<file path="config.mk">
export PLATFORM = sky130hd
export DESIGN_NAME = cordic_sine_cosine_unit
export DESIGN_NICKNAME = d
export VERILOG_FILES = /design/src/hw/rtl/csc_pkg.sv /design/src/hw/rtl/csc_fold.sv /design/src/hw/rtl/csc_stage.sv /design/src/hw/rtl/cordic_sine_cosine_unit.sv
export SDC_FILE = /design/constraint.sdc
export NUM_CORES = 2
export LEC_CHECK = 0
export ABC_AREA = 1
export BUFFER_PORTS_ARGS = -buffer_cell sky130_fd_sc_hd__buf_2
export CORE_ASPECT_RATIO = 1.5
export CORE_MARGIN = 1
export CORE_UTILIZATION = 34
export CTS_CLUSTER_SIZE = 14
export DETAILED_ROUTE_END_ITERATION = 12
export PLACE_DENSITY = 0.6
export SKIP_LAST_GASP = 1
export SYNTH_ARGS = -nofsm -noshare
export SYNTH_HDL_FRONTEND = slang
export SYNTH_SLANG_ARGS = --single-unit
</file>
<file path="constraint.sdc">
create_clock -name clk -period 39.6 [get_ports clk]
set_input_delay 11.88 -clock clk [delete_from_list [all_inputs] [get_ports clk]]
set_output_delay 11.88 -clock clk [all_outputs]
set_load 0.02 [all_outputs]
</file>
<file path="src/hw/rtl/csc_pkg.sv">
// ----------------------------------------------------------------------------
// csc_pkg
// Types and constants shared by the cordic sine/cosine pipeline.
// ----------------------------------------------------------------------------
package csc_pkg;

	localparam int ANGLE_W  = 16;
	localparam int RESULT_W = 17;
	// internal datapath width, headroom over the q15 results and the residual angle
	localparam int DATA_W   = 18;
	localparam int TABLE_LEN = 15;

	localparam logic signed [DATA_W-1:0] START_COS    = 18'sd19898;
	localparam logic signed [DATA_W-1:0] QUARTER_TURN = 18'sd16384;
	localparam logic signed [DATA_W-1:0] HALF_TURN    = 18'sd32768;

	// atan(2^-i) in angle units, 65536 per turn
	localparam logic signed [DATA_W-1:0] ARC_TABLE [TABLE_LEN] = '{
		18'sd8192, 18'sd4836, 18'sd2555, 18'sd1297, 18'sd651,
		18'sd326,  18'sd163,  18'sd81,   18'sd41,   18'sd20,
		18'sd10,   18'sd5,    18'sd3,    18'sd1,    18'sd1
	};

	typedef logic signed [DATA_W-1:0] csc_data_t;

	typedef struct packed {
		csc_data_t x;     // cosine accumulator
		csc_data_t y;     // sine accumulator
		csc_data_t z;     // residual angle
		logic      neg;   // heading was folded, negate at the end
	} csc_vec_t;

endpackage

</file>
<file path="src/hw/rtl/csc_fold.sv">
// ----------------------------------------------------------------------------
// csc_fold
// First pipeline stage: folds the heading into the right half plane and
// loads the prescaled start vector.
// ----------------------------------------------------------------------------
module csc_fold import csc_pkg::*; (
	input  logic                      clk,
	input  logic                      arst_n,
	input  logic                      en,
	input  logic                      valid_in,
	input  logic signed [ANGLE_W-1:0] angle,
	output logic                      valid_s1,
	output csc_vec_t                  vec_s1
);

	csc_data_t angle_ext;
	csc_vec_t  vec_d;

	assign angle_ext = csc_data_t'(angle);

	always_comb begin
		vec_d.x   = START_COS;
		vec_d.y   = '0;
		vec_d.z   = angle_ext;
		vec_d.neg = 1'b0;
		// exactly a quarter turn stays unfolded
		if (angle_ext > QUARTER_TURN) begin
			vec_d.z   = angle_ext - HALF_TURN;
			vec_d.neg = 1'b1;
		end else if (angle_ext < -QUARTER_TURN) begin
			vec_d.z   = angle_ext + HALF_TURN;
			vec_d.neg = 1'b1;
		end
	end

	always_ff @(posedge clk or negedge arst_n) begin
		if (!arst_n) begin
			valid_s1 <= 1'b0;
		end else if (en) begin
			valid_s1 <= valid_in;
		end
	end

	always_ff @(posedge clk) begin
		if (en) begin
			vec_s1 <= vec_d;
		end
	end

endmodule

</file>
<file path="src/hw/rtl/csc_stage.sv">
// ----------------------------------------------------------------------------
// csc_stage
// One registered cordic micro-rotation with a fixed shift.
// ----------------------------------------------------------------------------
module csc_stage import csc_pkg::*; #(
	parameter int SHIFT = 0
) (
	input  logic     clk,
	input  logic     arst_n,
	input  logic     en,
	input  logic     valid_in,
	input  csc_vec_t vec_in,
	output logic     valid_s1,
	output csc_vec_t vec_s1
);

	csc_data_t dx;
	csc_data_t dy;
	csc_vec_t  vec_d;

	assign dx = vec_in.x >>> SHIFT;
	assign dy = vec_in.y >>> SHIFT;

	always_comb begin
		vec_d.neg = vec_in.neg;
		// zero residual rotates counterclockwise
		if (!vec_in.z[DATA_W-1]) begin
			vec_d.x = vec_in.x - dy;
			vec_d.y = vec_in.y + dx;
			vec_d.z = vec_in.z - ARC_TABLE[SHIFT];
		end else begin
			vec_d.x = vec_in.x + dy;
			vec_d.y = vec_in.y - dx;
			vec_d.z = vec_in.z + ARC_TABLE[SHIFT];
		end
	end

	always_ff @(posedge clk or negedge arst_n) begin
		if (!arst_n) begin
			valid_s1 <= 1'b0;
		end else if (en) begin
			valid_s1 <= valid_in;
		end
	end

	always_ff @(posedge clk) begin
		if (en) begin
			vec_s1 <= vec_d;
		end
	end

endmodule

</file>
<file path="src/hw/rtl/cordic_sine_cosine_unit.sv">
// ----------------------------------------------------------------------------
// cordic_sine_cosine_unit
// Pipelined rotation-mode cordic giving q15 sine and cosine of a heading.
// ----------------------------------------------------------------------------
// Input channel: heading_angle, 65536 per turn, signed, with in_valid and
// in_stall. Output channel: sine_q15 and cosine_q15, signed 17 bit, with
// out_valid and out_stall. A beat moves when valid is high and stall is low.
// The pipeline is one fold stage, one register stage per micro-rotation,
// and the output register that applies the half-turn sign.
// Throughput is one beat per cycle unless the output stalls; a new heading
// enters every such cycle while earlier ones are still in the pipeline.
// When the receiver stalls a valid result, the whole pipeline holds and
// in_stall is raised; no beat is dropped or repeated. Bubbles move forward
// freely while the output is empty or being taken.
// Reset clears all valid bits; the data registers are not reset.
// ----------------------------------------------------------------------------
module cordic_sine_cosine_unit import csc_pkg::*; #(
	parameter int ITERATIONS = 15
) (
	input  logic                       clk,
	input  logic                       arst_n,
	input  logic                       in_valid,
	output logic                       in_stall,
	input  logic signed [ANGLE_W-1:0]  heading_angle,
	output logic                       out_valid,
	input  logic                       out_stall,
	output logic signed [RESULT_W-1:0] sine_q15,
	output logic signed [RESULT_W-1:0] cosine_q15
);

	localparam int STAGES = (ITERATIONS > TABLE_LEN) ? TABLE_LEN : ITERATIONS;

	logic      en;
	logic      stage_valid [STAGES+1];
	csc_vec_t  stage_vec   [STAGES+1];
	csc_vec_t  last_vec;
	csc_data_t sine_d;
	csc_data_t cosine_d;
	logic      out_valid_q;

	// pipeline moves unless a finished result is held back
	assign en       = !(out_valid_q && out_stall);
	assign in_stall = !en;

	csc_fold u_fold (
		.clk      (clk),
		.arst_n   (arst_n),
		.en       (en),
		.valid_in (in_valid),
		.angle    (heading_angle),
		.valid_s1 (stage_valid[0]),
		.vec_s1   (stage_vec[0])
	);

	for (genvar i = 0; i < STAGES; i++) begin : g_rot
		csc_stage #(
			.SHIFT (i)
		) u_stage (
			.clk      (clk),
			.arst_n   (arst_n),
			.en       (en),
			.valid_in (stage_valid[i]),
			.vec_in   (stage_vec[i]),
			.valid_s1 (stage_valid[i+1]),
			.vec_s1   (stage_vec[i+1])
		);
	end

	assign last_vec = stage_vec[STAGES];
	assign sine_d   = last_vec.neg ? -last_vec.y : last_vec.y;
	assign cosine_d = last_vec.neg ? -last_vec.x : last_vec.x;

	always_ff @(posedge clk or negedge arst_n) begin
		if (!arst_n) begin
			out_valid_q <= 1'b0;
		end else if (en) begin
			out_valid_q <= stage_valid[STAGES];
		end
	end

	always_ff @(posedge clk) begin
		if (en) begin
			sine_q15   <= sine_d[RESULT_W-1:0];
			cosine_q15 <= cosine_d[RESULT_W-1:0];
		end
	end

	assign out_valid = out_valid_q;

endmodule

</file>
**Word-level counts from Yosys, hierarchy flattened**

Index checks and enable logic that the tools add are counted.

- Register bits after elaboration: 872
- Bits of input ports: 20
- Output and inout bits: 36
- Logic and storage cells: 192

- Add/sub/neg operators: 90
- Magnitude comparators: 2
- Muxes and demuxes: 19
- Reductions and logical operators: 1

Operator list:

| operator | number |
|---|---|
| two-way mux 54 bit | 13 |
| adder 18 x 15 -> 18 bit | 3 |
| subtractor 18 x 15 -> 18 bit | 3 |
| two-way mux 53 bit | 1 |
| two-way mux 19 bit | 2 |
| adder 18 x 10 -> 18 bit | 2 |
| adder 18 x 11 -> 18 bit | 2 |
| adder 18 x 12 -> 18 bit | 2 |
| adder 18 x 13 -> 18 bit | 2 |
| adder 18 x 14 -> 18 bit | 2 |
| adder 18 x 16 -> 18 bit | 2 |
| adder 18 x 2 -> 18 bit, second input constant | 2 |
| adder 18 x 5 -> 18 bit | 2 |
| adder 18 x 6 -> 18 bit | 2 |
| adder 18 x 7 -> 18 bit | 2 |
| adder 18 x 8 -> 18 bit | 2 |
| adder 18 x 9 -> 18 bit | 2 |
| two-way mux 36 bit | 1 |
| subtractor 18 x 10 -> 18 bit | 2 |
| subtractor 18 x 11 -> 18 bit | 2 |
| subtractor 18 x 12 -> 18 bit | 2 |
| subtractor 18 x 13 -> 18 bit | 2 |
| subtractor 18 x 14 -> 18 bit | 2 |
| subtractor 18 x 16 -> 18 bit | 2 |
| 45 further kinds | 53 |

**Depth between registers and ports, before layout**

- Word-level depth: 3
- Mapped depth: 21
- Depth with buffers taken out: 21

**By module**

From an unflattened synthesis, not the netlist that was laid out.

- Cells, all modules: 10481
- Area total of the unflattened synthesis: 79620.1 µm²

Modules (own cells, without submodules):

| module | instances | cells each | area each (µm²) |
|---|---|---|---|
| csc_stage at g_rot[2].u_stage | 1 | 707 | 5288.8 |
| csc_stage at g_rot[1].u_stage | 1 | 697 | 5286.3 |
| csc_stage at g_rot[3].u_stage | 1 | 715 | 5230.0 |
| csc_stage at g_rot[6].u_stage | 1 | 698 | 5205.0 |
| csc_stage at g_rot[5].u_stage | 1 | 666 | 5168.7 |
| csc_stage at g_rot[11].u_stage | 1 | 686 | 5141.2 |
| csc_stage at g_rot[4].u_stage | 1 | 672 | 5112.4 |
| csc_stage at g_rot[7].u_stage | 1 | 680 | 5081.1 |
| csc_stage at g_rot[12].u_stage | 1 | 687 | 5066.1 |
| csc_stage at g_rot[0].u_stage | 1 | 682 | 5063.6 |
| csc_stage at g_rot[8].u_stage | 1 | 665 | 5051.1 |
| csc_stage at g_rot[13].u_stage | 1 | 683 | 5033.6 |
| csc_stage at g_rot[10].u_stage | 1 | 655 | 4983.5 |
| csc_stage at g_rot[9].u_stage | 1 | 617 | 4928.5 |
| 3 more rows | -- | -- | -- |

**Worst setup path after synthesis**

OpenSTA, ideal clock, no wires.

- Kind: input -> register
- Start: input port out_stall
- End: register cosine_q15[0] (enable)
- Library setup time: 1.471 ns
- Data arrival time: 33.776 ns
- Slack: 4.353 ns
- Stages on the path: 3
- Buffers on the path: 2
- Cell sequence: nand2_1 clkbuf_1 clkbuf_1

- Longest elaborated chain between the ends: 1

Ends and longest elaborated chain:

| element | line | RTL |
|---|---|---|
| start, declared | cordic_sine_cosine_unit.sv:26 | `input logic out_stall,` |
| logical AND 1 bit | cordic_sine_cosine_unit.sv:42 | `assign en = !(out_valid_q && out_stall);` |
| end signal, assigned | cordic_sine_cosine_unit.sv:84 | `cosine_q15 <= cosine_d[RESULT_W-1:0];` |
| end, declared | cordic_sine_cosine_unit.sv:28 | `output logic signed [RESULT_W-1:0] cosine_q15` |

No other way between the ends.
A chain may end at the register's enable or synchronous reset.

**Worst setup path after layout**

- Start: input port out_stall
- End: output port in_stall

- Longest elaborated chain between the ends: 1

Ends and longest elaborated chain:

| element | line | RTL |
|---|---|---|
| logical AND 1 bit | cordic_sine_cosine_unit.sv:42 |  |
| end, declared | cordic_sine_cosine_unit.sv:23 | `output logic in_stall,` |

No other way between the ends.

==> impl_metrics.sql <==
INSERT INTO impl_metrics (metric_group, metric, value, unit) VALUES
('outcome', 'status', 'finished, final reports clean', ''),
('grt', 'first_global_vias', '50600', ''),
('timing', 'min_period_over_period', '63.8', '%'),
('critical_path', 'timing_worst_setup_path_type', 'in -> out', ''),
('grt', 'grt_max_degree', '182', ''),
('die', 'start_util', '34.3', '%'),
('finish', 'area.growth.synth_to_final', '10.3', '%'),
('die', 'fp-row-count', '193', ''),
('timing', 'drv_slew', '0', ''),
('critical_path', 'timing.critical_path.cells', 'buf_2, nand2_4, inv_1, buf_2', ''),
('route', 'detailroute.via_count', '49500', ''),
('critical_path', 'critical_path.max_fanout', '74', ''),
('clock_network', 'clock_tree_from_tritoncts', 'done', ''),
('placement', 'dpl_cell_area', '66600', 'sq um'),
('critical_path', 'reg2reg_setup_slack', '35.59', 'ns'),
('route', 'drc', '0', ''),
('grt', 'grt_pass1_wl', '249000', 'microns'),
('clock_network', 'clock_path_buffers', '3', ''),
('critical_path', 'worst_setup_path_end_kind', 'output port', ''),
('logic_synthesis', 'ys_types', '64', ''),
('logic_synthesis', 'synthesis.instances', '7303', ''),
('die', 'die_y', '530', 'microns'),
('critical_path', 'timing.critical_path.max_delay_family', 'buffers and inverters', ''),
('route', 'drt-total-wl', '158000', 'microns'),
('logic_synthesis', 'syn_area_per_cell', '8.67', 'sq um'),
('route', 'ant_nets', '0', ''),
('critical_path', 'critPathRequiredTime', '27.72', 'ns'),
('timing', 'tightest_slew', '1.11', 'ns'),
('clock_network', 'clkLatencyLatePin', '0.74', 'ns'),
('die', 'fp.coreArea', '184000', 'sq um'),
('die', 'floorplan.die.width', '354', 'microns'),
('logic_synthesis', 'synth_fp_nets', '8078', ''),
('logic_synthesis', 'synth_seq_area_share', '38.4', '%'),
('critical_path', 'timing.critical_path.slowest_cell_delay', '0.60', 'ns'),
('critical_path', 'r2r-start', 'g_rot[6].u_stage.vec_s1[18]$_DFFE_PN_', ''),
('finish', 'total_area_of_multi_input_combinational_cells', '35700', 'sq um'),
('critical_path', 'crit_start', 'out_stall', ''),
('clock_network', 'post_cts_buffers', '0', ''),
('placement', 'placer_congestion', '0.928', ''),
('grt', 'antenna_found_initial', '1', ''),
('timing', 'max-slew-margin-rel', '25.8', '%'),
('critical_path', 'critical_path_cell_count', '4', ''),
('timing', 'fin_skew', '0.0527', 'ns'),
('logic_synthesis', 'synth.largest_area_cell', 'edfxtp_1', ''),
('die', 'design.die.area', '188000', 'sq um'),
('critical_path', 'critPathMostFrequentCell', 'buf_2', ''),
('clock_network', 'h-tree-depth', '3', ''),
('logic_synthesis', 'synth-main-ff-cell', 'edfxtp_1', ''),
('logic_synthesis', 'fraction_of_synthesis_flops_using_an_asynchronous_set_or_reset_pin', '2.09', '%'),
('grt', 'grt.overflow.total', '0', ''),
('finish', 'fillers', '18600', ''),
('placement', 'detailedPlace.worstSlack', '14.28', 'ns'),
('clock_network', 'clk_root_buffer_cell', 'clkbuf_16', ''),
('worst_hold_path', 'worstHoldPathType', 'reg -> reg', ''),
('critical_path', 'worst_setup_start_kind', 'input pin', ''),
('logic_synthesis', 'synth-seq-cells', '813', ''),
('logic_synthesis', 'synth_enable_flop_cells', '796', ''),
('route', 'post_drt_wl_per_cell', '15.9', 'microns'),
('timing', 'timing.setup.tns', '0', 'ns'),
('timing', 'finalHoldViolations', '0', ''),
('critical_path', 'timing.critical_path.slowest_stage_cell', 'nand2_4', ''),
('route', 'detailedRoute.firstPassIterationCount', '6', ''),
('critical_path', 'worstReg2RegEnd', 'g_rot[7].u_stage.vec_s1[35]$_DFFE_PN_', ''),
('clock_network', 'cts-buffers-inserted', '92', ''),
('finish', 'layout.nets', '8200', ''),
('clock_network', 'numClockSinks', '813', ''),
('die', 'pin_count', '56', ''),
('route', 'avgViaCountPerCell', '4.98', ''),
('route', 'detailedRoute.firstIterationViolations', '2124', ''),
('placement', 'buffer_ports.inserted', '55', ''),
('logic_synthesis', 'post_synth_main_area_contributors', 'edfxtp_1, ha_1, nand2_1, xor2_1, inv_1', '');
worst min-delay path by stage:
| stage | cells after the start | startpoint | end | slack [ns] |
|---|---|---|---|---|
| global route | 0 | g_rot[7].u_stage.vec_s1[0]$_DFFE_PN_ | g_rot[8].u_stage.vec_s1[0]$_DFFE_PN_ | 0.42 |
| finish | 0 | g_rot[7].u_stage.vec_s1[0]$_DFFE_PN_ | g_rot[8].u_stage.vec_s1[0]$_DFFE_PN_ | 0.41 |
| CTS | 0 | g_rot[7].u_stage.vec_s1[0]$_DFFE_PN_ | g_rot[8].u_stage.vec_s1[0]$_DFFE_PN_ | 0.40 |
| detailed placement | 0 | u_fold.vec_s1[5]$_DFFE_PN_ | g_rot[0].u_stage.vec_s1[5]$_DFFE_PN_ | 0.40 |
| floorplan | 0 | u_fold.vec_s1[0]$_SDFFCE_PP1N_ | g_rot[0].u_stage.vec_s1[0]$_DFFE_PN_ | 0.40 |
| global placement | 0 | g_rot[2].u_stage.vec_s1[0]$_DFFE_PN_ | g_rot[3].u_stage.vec_s1[0]$_DFFE_PN_ | 0.40 |
registers in the layout, indices dropped and copies added, names as in the netlist:
name                    count
cosine_q15                 17
g_rot.u_stage.valid_s1     15
u_fold.valid_s1             1
u_fold.vec_s1              18
out_valid                   1
g_rot.u_stage.vec_s1      744
sine_q15                   17
cell families (layout without fill, tap and decap cells):
kind of cell    after synthesis  after routing  synth area share, %
other cells                   1              2              0.00593
xor+xnor                    768            768                 10.7
flops                       813            813                 38.4
compound gates             1325           1325                 12.0
simple gates               2772           2772                 18.2
buf+inv                     869           1067                 5.22
fa+ha+maj                   755            755                 15.4
final cells by class:
class / count / share of cell area (%)
diodes: 1 / 0.00358
clock buffers: 99 / 3.33
clock inverters: 71 / 1.31
inverters: 823 / 4.43
multi-input cells: 5621 / 51.1
flip-flops and latches: 813 / 34.8
well taps: 2437 / 4.37
repair buffers: 74 / 0.634
worst reg2reg max path, delay by kind of cell, from the launching register on:
| kind | cells | cell delay, ns |
|---|---|---|
| AOI/OAI and AO/OA | 3 | 0.98 |
| xor gates and xnor gates | 2 | 0.42 |
| adders and majority gates | 1 | 0.42 |
| buffers and inverters | 1 | 0.92 |
| DFF | 1 | 0.71 |
| and+or+nand+nor | 3 | 0.31 |
synth_stat cells, drive strengths merged (2+ instances only):
cell	n
a22oi	2
o21a	24
o21ai	388
a31oi	51
o31ai	24
o41ai	4
nor2	652
clkbuf	27
nor3	150
a21boi	19
nand4	42
dfrtp	17
a211oi	8
nand3b	8
ha	713
a21oi	607
inv	822
xnor2	166
or2	11
o31a	8
o21bai	65
nor4	8
edfxtp	796
xor2	602
a221oi	3
nand2	1501
o211ai	34
fa	42
buf	19
and2	7
a21o	87
nand3	391
layout by cell type (no fill, tap or decap), drive strengths merged:
cell and n:
a31oi 51, nand2b 1, a221oi 3, xnor2 166
xor2 602, diode 1, nor2 652, ha 713
a211oi 8, or2 11, a21o 87, clkinvlp 10
dfrtp 17, a21oi 607, nor3b 1, nor4 8
a41oi 1, nand3 391, bufinv 14, inv 829
o21bai 65, buf 74, nor3 150, fa 42
conb 1, o31ai 24, and2 7, o31a 8
o21a 24, o211ai 34, o21ai 388, a21boi 19
o41ai 4, clkinv 41, nand4 42, edfxtp 796
nand2 1501, a22oi 2, clkbuf 99, nand3b 8
metal layers:
layer  GRT usage (%)  wire [microns]  vias up
li1                -               -    25200
met1            13.0           50600    22900
met2            35.2           90700      881
met3            1.90            4170      480
met4            12.5           12500        0
met5               0               0        -
through the flow:
stage	instances	util [%]	hold WS, ns
after floorplan	7303	-	0.400
after global placement	9768	36.1	0.403
after detailed placement	9768	36.1	0.405
after CTS	9938	37.8	0.403
after global routing	9939	37.8	0.416
final	9939	37.8	0.412
Power is left out: the tool's default activity adds up to more than one toggle a clock period on the data nets, which glitch-free logic cannot reach.
